### src/rtl/core/mf3d_pkg.sv
// shared types and constants for the 3-d median filter
package mf3d_pkg;

  localparam int DimMax     = 32;
  localparam int PosBits    = 5;
  localparam int DimBits    = 6;
  localparam int WinBits    = 3;
  localparam int PixBits    = 16;
  localparam int AddrBits   = 3 * PosBits;
  localparam int WinCap     = 343;
  localparam int CntBits    = 9;
  localparam int QueueDepth = 2;

  localparam logic CMD_WRITE = 1'b0;
  localparam logic CMD_QUERY = 1'b1;

  // register map indexes
  localparam logic [2:0] REG_DIM_X = 3'd0;
  localparam logic [2:0] REG_DIM_Y = 3'd1;
  localparam logic [2:0] REG_DIM_Z = 3'd2;
  localparam logic [2:0] REG_WIN_X = 3'd3;
  localparam logic [2:0] REG_WIN_Y = 3'd4;
  localparam logic [2:0] REG_WIN_Z = 3'd5;

  // one classified request as passed from front to back
  typedef struct packed {
    logic                 query;
    logic [PosBits-1:0]   cx;
    logic [PosBits-1:0]   cy;
    logic [PosBits-1:0]   cz;
    logic [PixBits-1:0]   value;
  } req_t;

  // effective geometry after saturation
  typedef struct packed {
    logic [DimBits-1:0] dx;
    logic [DimBits-1:0] dy;
    logic [DimBits-1:0] dz;
    logic [WinBits-1:0] wx;
    logic [WinBits-1:0] wy;
    logic [WinBits-1:0] wz;
  } geom_t;

  // reflect a window coordinate back into 0..d-1; i is signed
  function automatic logic [PosBits-1:0] mirror(input logic signed [7:0] i,
                                                 input logic [DimBits-1:0] d);
    logic signed [7:0] r;
    logic signed [7:0] ds;
    ds = $signed({2'b00, d});
    r = i;
    if (r < 0) r = -8'sd1 - r;
    else if (r >= ds) r = 8'(2 * ds - 8'sd1 - r);
    if (r < 0) r = 8'sd0;
    if (r >= ds) r = 8'(ds - 8'sd1);
    return r[PosBits-1:0];
  endfunction

endpackage

### src/rtl/core/mf3d_front.sv
// front: accepts requests, clamps query coordinates, queues them for the back
module mf3d_front import mf3d_pkg::*; (
  input  logic               clk,
  input  logic               rst,
  input  logic               push,
  output logic               full,
  input  logic               command,
  input  logic [PosBits-1:0] pos_x,
  input  logic [PosBits-1:0] pos_y,
  input  logic [PosBits-1:0] pos_z,
  input  logic [PixBits-1:0] voxel_value,
  input  geom_t              geom,
  output logic               req_valid,
  output req_t               req,
  input  logic               req_take
);

  req_t       q [QueueDepth];
  logic       wptr;
  logic       rptr;
  logic [1:0] count;
  req_t       incoming;
  logic       do_push;
  logic       do_pop;

  always_comb begin
    incoming.query = command;
    incoming.value = voxel_value;
    if (command == CMD_QUERY) begin
      incoming.cx = ({1'b0, pos_x} < geom.dx) ? pos_x : PosBits'(geom.dx - 6'd1);
      incoming.cy = ({1'b0, pos_y} < geom.dy) ? pos_y : PosBits'(geom.dy - 6'd1);
      incoming.cz = ({1'b0, pos_z} < geom.dz) ? pos_z : PosBits'(geom.dz - 6'd1);
    end else begin
      incoming.cx = pos_x;
      incoming.cy = pos_y;
      incoming.cz = pos_z;
    end
  end

  assign full      = (count == 2'(QueueDepth));
  assign req_valid = (count != 2'd0);
  assign req       = q[rptr];
  assign do_push   = push && !full;
  assign do_pop    = req_take && req_valid;

  always_ff @(posedge clk) begin
    if (do_push) q[wptr] <= incoming;
  end

  always_ff @(posedge clk) begin
    if (rst) begin
      wptr  <= 1'b0;
      rptr  <= 1'b0;
      count <= 2'd0;
    end else begin
      if (do_push) wptr <= ~wptr;
      if (do_pop) rptr <= ~rptr;
      count <= count + 2'(do_push) - 2'(do_pop);
    end
  end

endmodule

### config.mk
export PLATFORM = sky130hd
export DESIGN_NAME = mf3d_front
export DESIGN_NICKNAME = d
export VERILOG_FILES = /design/src/rtl/core/mf3d_pkg.sv /design/src/rtl/core/mf3d_front.sv
export SDC_FILE = /design/constraint.sdc
export NUM_CORES = 1
export LEC_CHECK = 0
export ABC_AREA = 1
export BUFFER_PORTS_ARGS = -buffer_cell sky130_fd_sc_hd__buf_4
export CAP_MARGIN = 5
export CORE_MARGIN = 2
export CORE_UTILIZATION = 45
export DETAILED_ROUTE_END_ITERATION = 6
export MAX_ROUTING_LAYER = met4
export PLACE_DENSITY = 0.73
export SKIP_LAST_GASP = 1
export SLEW_MARGIN = 10
export SYNTH_ARGS = -nofsm -noshare
export SYNTH_HDL_FRONTEND = slang
export SYNTH_SLANG_ARGS = --single-unit
### constraint.sdc
create_clock -name clk -period 3.05 [get_ports clk]
set_clock_uncertainty 0.15 [all_clocks]
set_input_delay 0.915 -clock clk [delete_from_list [all_inputs] [get_ports clk]]
set_output_delay 0.915 -clock clk [all_outputs]
set_load 0.01 [all_outputs]
==> flow_summary.ini, run 1 <==
[sta]
worst_pin_slew_ps = 540
hold_viol = 0
rsz0062_at_grt = no
max_freq_mhz = 387
period_share = 0.848
setup_viol = 0
slew_violations = 0
fin_crit_ps = 2590
setup_tns_ps = 0
slew_headroom = 0.639

[drt]
via_per_inst = 4.48
drt_iter0_markers = 34
finalWirelength_mm = 5.66
post_drt_wl_per_cell_um = 11.7
drc = 0
vias = 2166
final_antenna_net_count = 0
drt_first_pass_iters = 4

[clock_network]
cts_root_buf = clkbuf_8
postCtsResizedCells = 0
clock-sinks = 69
clk_pin_slew_ps = 70
cts_setup_buffers = 0
hold_buffers = 0
numCtsBuffers = 9
cts_tree = built
htree_levels = 3
ctsLongestPathBuffers = 2
insertion_delay_ps = 320

[critical_path]
crit_arrival_ps = 1520
slowest_delay_ps = 420
cpLargestDelayFamily = flip-flops
path_class = reg -> out
r2r-start = count[0]
end_kind = output pin
cp_slowest_cell = dfxtp_2
r2r-end = count[1]
rr_worst_depth = 9
reg2reg_setup_slack_ps = 1230
crit_chain = buf_12, mux2_2, buf_4
worst-path-stages = 3
critPathLaunchType = register
crit_required_ps = 1980
crit_fanout = 29
crit_buf_inv = 2

[synth]
synthesis.area_um2 = 3500
synth_nets = 360
synth_top_cell_by_area = edfxtp_1
synth_common_cells = edfxtp_1, nand2_1, inv_1
ys_seq_elements = 69
async_flop_share = 0
ys_types = 24
synth_most_common_cell = edfxtp_1
ys_top_cells_by_area = edfxtp_1, mux2_4, ha_1
synth_warnings = 0
synth_edf_count = 64
syn-instance-count = 280
synth_top_cell_area_share = 0.549
synth_seq_area_share = 0.578
synth.avg_cell_area_um2 = 12.5
synth_ff_type = edfxtp_1

[power]
powerDensity_nw_per_um2 = 658
p_leak_nw = 2.06
p_total_mw = 2.96
irDropWorstVdd_mv = 0.297

[floorplanning]
core_um2 = 7650
start_util = 0.458
die_x_um = 92.2
die_area_um2 = 8500
dieHeight_um = 92.2
row_count = 32
ios = 97

[global_route]
grt_max_degree = 30
track_usage = 0.143
grt_pass1_vias = 2099
grt_remaining_overflow = 0
grt_pass1_wl_mm = 9.20
antenna_found_initial = 0

[min_path]
hold_path.class = reg -> reg
worstHoldStart = rptr
hold_depth = 2

[cells_and_area]
nNetsFinal = 457
antenna_cells = 0
syn_to_final_growth_pct = 28.5
fillers = 618
drive_gt1_frac = 0.403

[placed_design]
hpwlAfterDp_mm = 4.32
portBuffers = 87
gp_congestion = 0.791

[job]
max_cap_violations = 0

[status]
run_status = complete, no violations
==> worst max path at each step <==
stage             start        to
5_1_grt        register   req[31]
4_1_cts        register   req[30]
3_3_place_gp   geom[18]  q[0][24]
3_5_place_dp   geom[18]  q[0][24]
6_report       register   req[30]
2_1_floorplan      push   q[1][0]
==> registers in the layout, indices dropped and copies added (netlist names), named ones only <==
signal	cells
count	2
q	64
rptr	1
wptr	1
==> final cells by class <==
| type | instances | area (um2) | area share |
|---|---|---|---|
| clock buffer | 14 | 153 | 0.0340 |
| clock inverter | 2 | 35.0 | 0.00779 |
| inverter | 47 | 176 | 0.0392 |
| multi-input combinational | 159 | 1270 | 0.283 |
| sequential | 69 | 2020 | 0.450 |
| tap | 102 | 128 | 0.0284 |
| timing repair buffer | 91 | 708 | 0.158 |
==> worst min-delay path, cell delays in order, from the launching register on <==
cell and delay (ps):
dfxtp_1 310, nand2_1 80, a21oi_1 60
==> per-stage QoR <==
stage                     utilization  cell area [um2]  hold slack, ps  setup WS, ps  instances
after global placement          0.563             4310             315           716        468
after CTS                       0.588             4500             336           419        484
after detailed placement        0.563             4310             327           678        468
after floorplan                     -             3500             304          77.8        280
final                           0.588             4500             339           464        484
after global routing            0.588             4500             360           414        484
==> metal layers <==
layer  vias to the layer above  share of wire  wire length, um  track usage
li1                       1131              -                -            -
met1                       967           0.43             2440        0.167
met2                        62           0.51             2900        0.242
met3                         6          0.043              241       0.0181
met4                         0          0.013               72       0.0784
met5                         -              0                0            -
==> cell usage in the layout (no fill, tap or decap), drive strengths merged, types with 5 or more instances in the layout <==
cell,instances
buf,91
o21ai,10
nand3,12
dfxtp,5
xor2,6
mux2,32
nand2,58
nor2,11
clkbuf,14
inv,47
ha,17
edfxtp,64
==> power by group <==
part / switching, mW / total (mW) / internal, mW
clock network: 0.298 / 0.699 / 0.401
registers: 0.0516 / 1.27 / 1.22
logic: 0.443 / 0.990 / 0.547
==> cell families after synthesis <==
| logic type | count (synthesis) | share of synthesized area |
|---|---|---|
| buffers and inverters | 52 | 0.0629 |
| XOR/XNOR | 10 | 0.0250 |
| flip-flops | 69 | 0.578 |
| adder cells (fa/ha/maj) | 17 | 0.0608 |
| multiplexers | 32 | 0.135 |
| AND/OR/NAND/NOR | 85 | 0.110 |
| AO/OA/AOI/OAI | 15 | 0.0279 |
Note: power is estimated with default switching activity, not from simulation.
==> inputs of run 2 (changes only) <==
- clock period: 3.05 -> 2.2 ns (I/O delays scaled with it)
==> run 2 against run 1 <==
Critical path depth unchanged. Worst hold slack better by 16 ps. Sequential power up 39%. Cell area up 3.7%. Largest power group unchanged.
==> flow_summary.ini, run 2 (synthesis results as in run 1) <==
[status]
run_status = complete, no violations

[drt]
final_antenna_net_count = 0
drc = 0
drt_first_pass_iters = 4
finalWirelength_mm = 6.08
drt_iter0_markers = 27
vias = 2249
via_per_inst = 4.62
post_drt_wl_per_cell_um = 12.5

[floorplanning]
dieHeight_um = 92.2
ios = 97
die_x_um = 92.2
die_area_um2 = 8500
row_count = 32
core_um2 = 7650
start_util = 0.458

[sta]
hold_viol = 0
setup_tns_ps = 0
slew_headroom = 0.779
period_share = 0.990
setup_viol = 0
slew_violations = 0
rsz0062_at_grt = yes
worst_pin_slew_ps = 332
fin_crit_ps = 2180
max_freq_mhz = 459

[cells_and_area]
syn_to_final_growth_pct = 33.2
layout_common_cells = buf_4, edfxtp_1, nand2_1
seq_area_um2 = 2030
nNetsFinal = 460
reg_top3 = q x64, count x2
largest_register_ffs = 64
final-instance-count-excl-fill = 487
fillers = 621
top_register = q
drive_gt1_frac = 0.410
antenna_cells = 0
multi_input_area_um2 = 1280
final_common_cell = buf_4

[critical_path]
cp_slowest_cell = dfxtp_4
critPathLaunchType = register
end_kind = output pin
crit_required_ps = 1390
crit_fanout = 8
slowest_delay_ps = 430
crit_arrival_ps = 1370
r2r-start = count[0]
crit_chain = clkbuf_16, mux2_4, buf_6
path_class = reg -> out

[clock_network]
clock-sinks = 69
cts_root_buf = clkbuf_8
cts_tree = built
clk_pin_slew_ps = 70
htree_levels = 3
ctsLongestPathBuffers = 2
hold_buffers = 0
numCtsBuffers = 9
insertion_delay_ps = 320
cts_setup_buffers = 0

[min_path]
worstHoldStart = rptr
hold_path.class = reg -> reg

[power]
power.share.clock = 0.240
powerDensity_nw_per_um2 = 937
p_int_mw = 3.21
switching_power_mw = 1.16
p_leak_nw = 2.13
irDropWorstVdd_mv = 0.389
p_seq_frac = 0.405
switching_share = 0.265
pwr-share-comb = 0.355

[global_route]
track_usage = 0.154
grt_pass1_wl_mm = 9.85
grt_remaining_overflow = 0
antenna_found_initial = 0
grt_pass1_vias = 2208
grt_max_degree = 34

[placed_design]
hpwlAfterDp_mm = 4.58
portBuffers = 87
dpl.cell_count = 469
gp_congestion = 0.816

[job]
max_cap_violations = 0
==> run 2: cell count changes in the layout (fill, tap and decap cells not counted), sizes merged <==
| cell | previous run | this run |
|---|---|---|
| clkbuf | 14 | 11 |
| clkinv | 1 | 4 |
| buf | 91 | 93 |
| bufinv | 1 | 2 |
==> run 2: area by class of cell <==
type / instances / share of cell area
clock buffers: 10 / 0.0274
clock inverters: 6 / 0.0166
repair buffers: 94 / 0.182
multi-input cells: 159 / 0.274
inverters: 47 / 0.0378
well taps: 102 / 0.0274
flip-flops and latches: 69 / 0.434
==> run 2: metal layers <==
metal  GRT usage  up-vias  wire, um
met1       0.169     1047      2510
met4      0.0784        0        81
li1            -     1138         -
met3      0.0296        6       218
met2       0.267       58      3270
met5           -        -         0
==> run 2: worst paths after layout <==
path	to	slack, ps	cells after the start
worst max-delay path	req[11]	20	3
worst min-delay path	rptr	360	2
worst max register to register	count[1]	380	9
worst min register to register	rptr	360	2
==> run 2: worst max-delay path, delay by kind of cell (launching register included) <==
kind / cells / cell delay (ps)
buf+inv: 2 / 310
flops: 1 / 430
mux: 1 / 310
==> run 2: what timing repair did <==
action                                  CTS  global route
gates resized for setup                   2            20
pin swaps                                 0             0
endpoints found under the setup margin    2            18
gates cloned                              1             1
==> run 2: power by group through the flow <==
stage                     sequential (mW)  clock (mW)  combinational, mW
final                                1.77        1.05               1.55
after global routing                 1.79        1.14               1.67
after CTS                            1.77        1.08               1.47
after detailed placement             1.79           0               1.43
after global placement               1.77           0               1.40
after floorplan                      1.76           0              0.875
==> run 2: stage by stage <==
step / hold slack [ps] / setup WS (ps) / power (mW) / util / area, um2
after floorplan: 304 / 31.7 / 2.63 / - / 3500
after global placement: 316 / 119 / 3.17 / 0.566 / 4330
after detailed placement: 345 / 84.8 / 3.22 / 0.566 / 4330
after CTS: 349 / -16.8 / 4.32 / 0.597 / 4560
after global routing: 343 / -30.7 / 4.60 / 0.610 / 4660
final: 355 / 21.2 / 4.37 / 0.610 / 4660
==> inputs of run 3 (changes only) <==
- CELL_PAD_IN_SITES_DETAIL_PLACEMENT: default -> 1
- CELL_PAD_IN_SITES_GLOBAL_PLACEMENT: default -> 1
- CORE_UTILIZATION: 45 -> 37
- PLACE_DENSITY: 0.73 -> default
- PLACE_DENSITY_LB_ADDON: default -> 0.1
==> run 3 against run 2 <==
Core utilization down 12 points. Sequential share of layout area is 1.2 points higher. Via count up 1.3%. First-iteration DRC count is 30% higher. Sequential power is essentially flat. Largest cell class unchanged. Largest power group unchanged.
==> flow_summary.ini, run 3 (synthesis results as in run 1) <==
[global_route]
grt_pass1_vias = 2349
track_usage = 0.139
grt_max_degree = 23
grt_remaining_overflow = 0
antenna_found_initial = 0
grt_pass1_wl_mm = 10.6

[drt]
drt_first_pass_iters = 4
vias = 2278
final_antenna_net_count = 0
post_drt_wl_per_cell_um = 13.2
drt_iter0_markers = 35
drc = 0
via_per_inst = 4.59
finalWirelength_mm = 6.56

[floorplanning]
ios = 97
die_area_um2 = 10300
core_um2 = 9200
die_x_um = 101
start_util = 0.381
row_count = 35
dieHeight_um = 101

[clock_network]
clock-sinks = 69
cts_tree = built
htree_levels = 3
numCtsBuffers = 9
clk_pin_slew_ps = 60
insertion_delay_ps = 330
cts_root_buf = clkbuf_8
ctsLongestPathBuffers = 2
cts_setup_buffers = 0

[job]
max_cap_violations = 0

[cells_and_area]
antenna_cells = 0
drive_gt1_frac = 0.416
final_core_util = 0.493
top_register = q
design_area_um2 = 4530
reg_top3 = q x64, count x2
largest_register_ffs = 64
nNetsFinal = 460
syn_to_final_growth_pct = 29.6
final-instance-count-excl-fill = 496
final_common_cell = buf_4
layout_common_cells = buf_4, edfxtp_1, nand2_1

[sta]
fin_crit_ps = 2180
layout_setup_ws_ps = 22.2
slew_headroom = 0.770
max_freq_mhz = 459
setup_tns_ps = 0
period_share = 0.990
slew_violations = 0
hold_slack_ps = 352
hold_viol = 0
setup_viol = 0
worst_pin_slew_ps = 346
rsz0062_at_grt = yes

[power]
p_total_mw = 4.16
irDropWorstVdd_mv = 0.293
p_leak_nw = 2.08
pwr-share-comb = 0.342
p_seq_frac = 0.423
powerDensity_nw_per_um2 = 917
p_int_mw = 2.98
switching_power_mw = 1.17
power.share.clock = 0.235
switching_share = 0.282

[critical_path]
critPathLaunchType = register
crit_arrival_ps = 1370
end_kind = output pin
crit_required_ps = 1390
crit_fanout = 20
path_class = reg -> out

[status]
run_status = complete, no violations

[placed_design]
place_ws_ps = 73.8
placed_cell_area_um2 = 4340
portBuffers = 87
gp_congestion = 0.735
dpl.cell_count = 480
hpwlAfterDp_mm = 5.14

[min_path]
hold_path.class = reg -> reg
## run 3: final timing paths
check / depth (start not counted) / endpoint / from / slack, ps
setup / recovery: 3 / req[12] / register / 20
hold / removal: 2 / register / rptr / 350
setup reg to reg: 9 / count[1] / count[0] / 370
hold reg to reg: 2 / register / rptr / 350
## run 3: power by group through the flow
stage | sequential, mW | combinational [mW] | clock (mW)
after floorplan | 1.76 | 0.875 | 0
after global placement | 1.77 | 1.43 | 0
after detailed placement | 1.79 | 1.45 | 0
after CTS | 1.76 | 1.46 | 1.02
after global routing | 1.78 | 1.56 | 1.07
final | 1.76 | 1.42 | 0.979
## run 3: area by class of cell
cell class / count / area (um2)
fillers: 1009 / 4660
clock inverters: 7 / 66.3
well taps: 111 / 139
inverters: 47 / 176
flip-flops and latches: 69 / 2030
multi-input cells: 159 / 1270
repair buffers: 94 / 731
clock buffers: 9 / 124
## run 3: what timing repair did
| action | CTS | global route |
|---|---|---|
| endpoints found under the hold margin | 0 | 0 |
| hold buffers | 0 | 0 |
| endpoints found under the setup margin | 22 | 22 |
| gates cloned | 0 | 0 |
| gates resized for setup | 1 | 0 |
## run 3: worst max-delay path, cell delays in order, from the launching register on
cell	delay, ps
dfxtp_4	370
buf_12	190
mux2_4	320
buf_4	140
## run 3: routing by layer
| layer | up-vias | part of all wire | global-route usage |
|---|---|---|---|
| met2 | 64 | 0.51 | 0.243 |
| met1 | 1067 | 0.42 | 0.149 |
| li1 | 1138 | - | - |
| met5 | - | 0 | - |
| met4 | 0 | 0.017 | 0.0686 |
| met3 | 9 | 0.054 | 0.0304 |
